<file path="config.mk">
export PLATFORM = sky130hd
export DESIGN_NAME = rds_pmul
export DESIGN_NICKNAME = d
export VERILOG_FILES = /design/src/sv/rds_pkg.sv /design/src/sv/rds_pmul.sv
export SDC_FILE = /design/constraint.sdc
export NUM_CORES = 2
export LEC_CHECK = 0
export BUFFER_PORTS_ARGS = -buffer_cell sky130_fd_sc_hd__buf_2
export CORE_ASPECT_RATIO = 0.7
export CORE_UTILIZATION = 55
export DETAILED_ROUTE_END_ITERATION = 6
export GPL_TIMING_DRIVEN = 1
export PLACE_DENSITY = 0.72
export SYNTH_ARGS = -nofsm -noshare
export SYNTH_HDL_FRONTEND = slang
export SYNTH_SLANG_ARGS = --single-unit
</file>
<file path="constraint.sdc">
create_clock -name clock -period 14.4 [get_ports clock]
set_input_delay 0 -clock clock [delete_from_list [all_inputs] [get_ports clock]]
set_output_delay 0 -clock clock [all_outputs]
set_load 0.01 [all_outputs]
</file>
<file path="src/sv/rds_pkg.sv">
`timescale 1ns / 1ps
package rds_pkg;

   localparam int MAX_WIDTH = 1024;
   localparam int FRAC_BITS = 16;
   localparam int COL_W     = $clog2(MAX_WIDTH);
   localparam int DIM_W     = 17;
   localparam int MIN_DIM   = 5;

   localparam logic [63:0] CAP62 = 64'h3FFF_FFFF_FFFF_FFFF;

   typedef logic signed [31:0] word_type;
   typedef logic signed [63:0] wide_type;

   typedef enum logic [1:0] {
      REG_ENABLE = 2'd0,
      REG_RATE   = 2'd1,
      REG_WIDTH  = 2'd2,
      REG_HEIGHT = 2'd3
   } reg_index_type;

   typedef enum logic [3:0] {
      ST_SQX, ST_SQY,
      ST_LX0, ST_LY0, ST_RT0,
      ST_LX1, ST_LY1, ST_RT1,
      ST_LX2, ST_LY2, ST_RT2,
      ST_JX, ST_JY, ST_JJ, ST_JR
   } step_type;

   typedef struct packed {
      logic [31:0] x1;
      logic [31:0] x0;
      logic [31:0] y1;
      logic [31:0] y0;
      logic [31:0] z1;
      logic [31:0] z0;
      logic [31:0] e;
      logic [31:0] dx;
      logic [31:0] dy;
   } line_word_type;

   localparam int LINE_BITS = $bits(line_word_type);

   typedef struct packed {
      logic        start;
      wide_type    a;
      logic [63:0] b;
      logic        sh_plus1;
   } mul_req_type;

   function automatic wide_type ext64(input logic [31:0] v);
      ext64 = {{32{v[31]}}, v};
   endfunction

   function automatic logic [31:0] sat32(input wide_type v);
      if (v > 64'sh0000_0000_7FFF_FFFF) begin
         sat32 = 32'h7FFF_FFFF;
      end else if (v < -64'sh0000_0000_8000_0000) begin
         sat32 = 32'h8000_0000;
      end else begin
         sat32 = v[31:0];
      end
   endfunction

endpackage

</file>
<file path="src/sv/rds_pmul.sv">
`timescale 1ns / 1ps
module rds_pmul
   import rds_pkg::*;
(
   input  logic        clock,
   input  logic        reset,
   input  mul_req_type req,
   output logic        done,
   output wide_type    result
);

   logic [63:0]  ma_ff, mb_ff;
   logic         neg_ff, sh1_ff;
   logic [127:0] acc_ff;
   logic [1:0]   cnt_ff;
   logic         busy_ff, done_ff;

   logic [31:0]  a_part, b_part;
   logic [63:0]  pp;
   logic [127:0] pp_sh, shifted;
   logic [63:0]  mag;

   assign a_part = cnt_ff[1] ? ma_ff[63:32] : ma_ff[31:0];
   assign b_part = cnt_ff[0] ? mb_ff[63:32] : mb_ff[31:0];
   assign pp     = a_part * b_part;

   always_comb begin
      case (cnt_ff)
         2'd0:    pp_sh = {64'd0, pp};
         2'd3:    pp_sh = {pp, 64'd0};
         default: pp_sh = {32'd0, pp, 32'd0};
      endcase
   end

   always_ff @(posedge clock) begin
      if (reset) begin
         busy_ff <= 1'b0;
         done_ff <= 1'b0;
         cnt_ff  <= 2'd0;
      end else begin
         done_ff <= busy_ff && (cnt_ff == 2'd3);
         if (req.start) begin
            busy_ff <= 1'b1;
            cnt_ff  <= 2'd0;
         end else if (busy_ff) begin
            cnt_ff <= cnt_ff + 2'd1;
            if (cnt_ff == 2'd3) begin
               busy_ff <= 1'b0;
            end
         end
      end
   end

   always_ff @(posedge clock) begin
      if (req.start) begin
         ma_ff  <= req.a[63] ? 64'(-req.a) : req.a;
         mb_ff  <= req.b;
         neg_ff <= req.a[63];
         sh1_ff <= req.sh_plus1;
         acc_ff <= '0;
      end else if (busy_ff) begin
         acc_ff <= acc_ff + pp_sh;
      end
   end

   assign shifted = sh1_ff ? (acc_ff >> (FRAC_BITS + 1)) : (acc_ff >> FRAC_BITS);
   assign mag     = (|shifted[127:62]) ? CAP62 : shifted[63:0];
   assign result  = neg_ff ? -wide_type'(mag) : wide_type'(mag);
   assign done    = done_ff;

endmodule
</file>
==> flow_summary.ini <==
[status]
status = complete, but fails checks
violations = DRC

[hold_path]
hold_class = in2reg
holdPathEnd = neg_ff
min_from = req[128]
worstHoldPathCells = 2

[critical_path]
rr_worst_depth = 40
cpMostUsedCell = fa_1
cp-end-kind = flop
cp_data_required_time_ps = 14960
arrival_ps = 14800
startpoint_type = flop
critical_path_class = reg2reg
r2r-start = cnt_ff[1]
cpPeakStageDelay_ps = 780
r2r_end = acc_ff[127]
rrSetupSlack_ps = 160
path_max_fanout = 31
critPathLaunch = cnt_ff[1]
cp_slowest_cell = dfxtp_4

[cts]
clkTransAtPathRegs_ps = 70
cts-root-buf = clkbuf_16
numCtsBuffers = 31
clock_sinks = 262
tritoncts = built
clk_path_buf_depth = 3
insertion_delay_ps = 680
cts-htree-levels = 1

[sta]
maxSlewHeadroom_pct = 3.16
fin_crit_sh_pct = 98.9
post-route-min-period_ps = 14240
clock.fmax_mhz = 70.2
fin_worst_skew_ps = 19.7
finalSetupTns_ps = 0
worst_slew_pin_slew_ps = 1440
final-max-slew-violation-count = 0
setup-violations-final = 0
rsz0062_at_grt = no
finalHoldViolCount = 0

[drt]
viasPerCell = 6.21
first_pass_iters = 7
drtAntennaViolNets = 0
wl_per_cell_um = 25.7
vias = 49700
routed_wl_um = 206000
initialDrtViolationCount = 6339
drc = 6

[final_layout]
final_core_util_pct = 61.3
drive_above_1_share_pct = 7.82
num-fill-cells = 8520
syn2layout_area_growth_pct = 10.0
layout.nets = 8072

[yosys]
syn_nets = 7877
ys_seq_area_share_pct = 11.9
ys_types = 77
yosys_warnings = 0
synth.area.top_cells = fa_1, ha_1, edfxtp_1, inv_1, nor2_1
synth_common_cells = inv_1, fa_1, nor2_1
synthFlopType = dfxtp_1
synth_top_cell_by_area = fa_1
synth.avg_cell_area_sq_um = 8.50
async_flop_share_pct = 0
synth_seq_cells = 262
synth_area_sq_um = 54800
synth.most_common_cell = inv_1
synth-edff-count = 130
syn_inst = 6447
yosysTopAreaCellShare_pct = 32.8

[global_routing]
antenna_found_initial = 15
grt_first_pass_wirelength_um = 306000
grt_pass1_vias = 48200
grt_max_degree = 83
grt_use_total_pct = 41.0
gr-total-overflow = 0

[die]
num_rows = 96
io_pins = 197
die_w_um = 379
dieArea_sq_um = 101000
core_sq_um = 98400
die_h_um = 266
start_util_pct = 55.7

[placed_design]
gp_congestion = 1.04
portBuffers = 196
hpwlAfterDp_um = 164000

[job]
maxCapViolations = 0
==> routing by layer <==
metal	track usage, %	share of wire [%]	wire (um)	vias up
met4	13.9	4.1	8350	14
li1	-	-	-	21300
met2	53.5	38	78400	3301
met3	17.3	16	33600	537
met1	59.7	41	85200	24500
met5	1.84	0.17	356	-
==> worst max path at each step <==
stage,endpoint,slack [ps],depth (start not counted)
2_1_floorplan,acc_ff[121],3180,44
3_3_place_gp,acc_ff[127],970,40
3_5_place_dp,acc_ff[126],740,39
4_1_cts,acc_ff[126],650,39
5_1_grt,acc_ff[116],10,40
6_report,acc_ff[127],160,40
==> through the flow <==
step | hold WS, ps | instances | worst slack [ps] | instance area, sq um
floorplan | 72.1 | 6447 | 3180 | 54800
global placement | 177 | 7759 | 969 | 57500
detailed placement | 178 | 7759 | 743 | 57500
CTS | 4.72 | 7987 | 653 | 60200
global route | 35.8 | 7989 | 10.8 | 60300
finish | 7.32 | 7996 | 163 | 60300
==> what timing repair did <==
item / 4_1_cts / 5_1_grt
endpoints found under the setup margin: 0 / 6
setup buffers: 0 / 1
hold buffers: 171 / 0
endpoints found under the hold margin: 154 / 0
resized for setup: 0 / 2
==> area by class of cell <==
class	count	area (sq um)	area share (%)
Inverter	911	3420	5.67
Clock buffer	34	787	1.31
Clock inverter	23	240	0.399
Multi-Input combinational cell	4939	43900	72.8
Antenna cell	7	17.5	0.0291
Tap cell	1323	1660	2.75
Timing Repair Buffer	497	3710	6.16
Sequential cell	262	6560	10.9
==> cell families (layout without fill, tap and decap cells) <==
logic type      count (synthesis)  count (layout)  share of synthesized area, %
compound gates               1021            1021                          12.0
fa+ha+maj                    1298            1298                          41.9
flops                         262             262                          11.9
xor+xnor                      283             283                          4.52
buf+inv                      1247            1465                          8.54
other cells                     0               7                             0
mux                           235             236                          4.44
simple gates                 2101            2101                          16.6
==> worst max-delay path: cells and delay by family (launching register included) <==
kind            cells  cell delay, ps
compound gates      9            3810
fa+ha+maj          10            4820
buf+inv             6            1060
simple gates       11            2520
mux                 4            1040
flops               1             780
==> state kept, by name, summed over array words and instances, names as in the netlist <==
signal	count
acc_ff	128
busy_ff	1
cnt_ff	2
done	1
ma_ff	64
mb_ff	64
neg_ff	1
sh1_ff	1
==> placed cells by master (no fill, tap or decap), types with 58 or more instances in the layout <==
cell             n
a21o_1         151
a21oi_1        285
and2_1          69
buf_2          195
buf_4          127
dfxtp_1        129
dlygate4sd3_1  171
edfxtp_1       130
fa_1           897
ha_1           400
inv_1          909
mux2_2          65
mux2i_1        128
nand2_1        774
nand4_1         98
nor2_1         820
nor3_1          62
o21ai_0        227
o21bai_1        58
xnor2_1        188
xor2_1          95
Power is left out: the tool's default activity adds up to more than one toggle a clock period on the data nets, which glitch-free logic cannot reach.
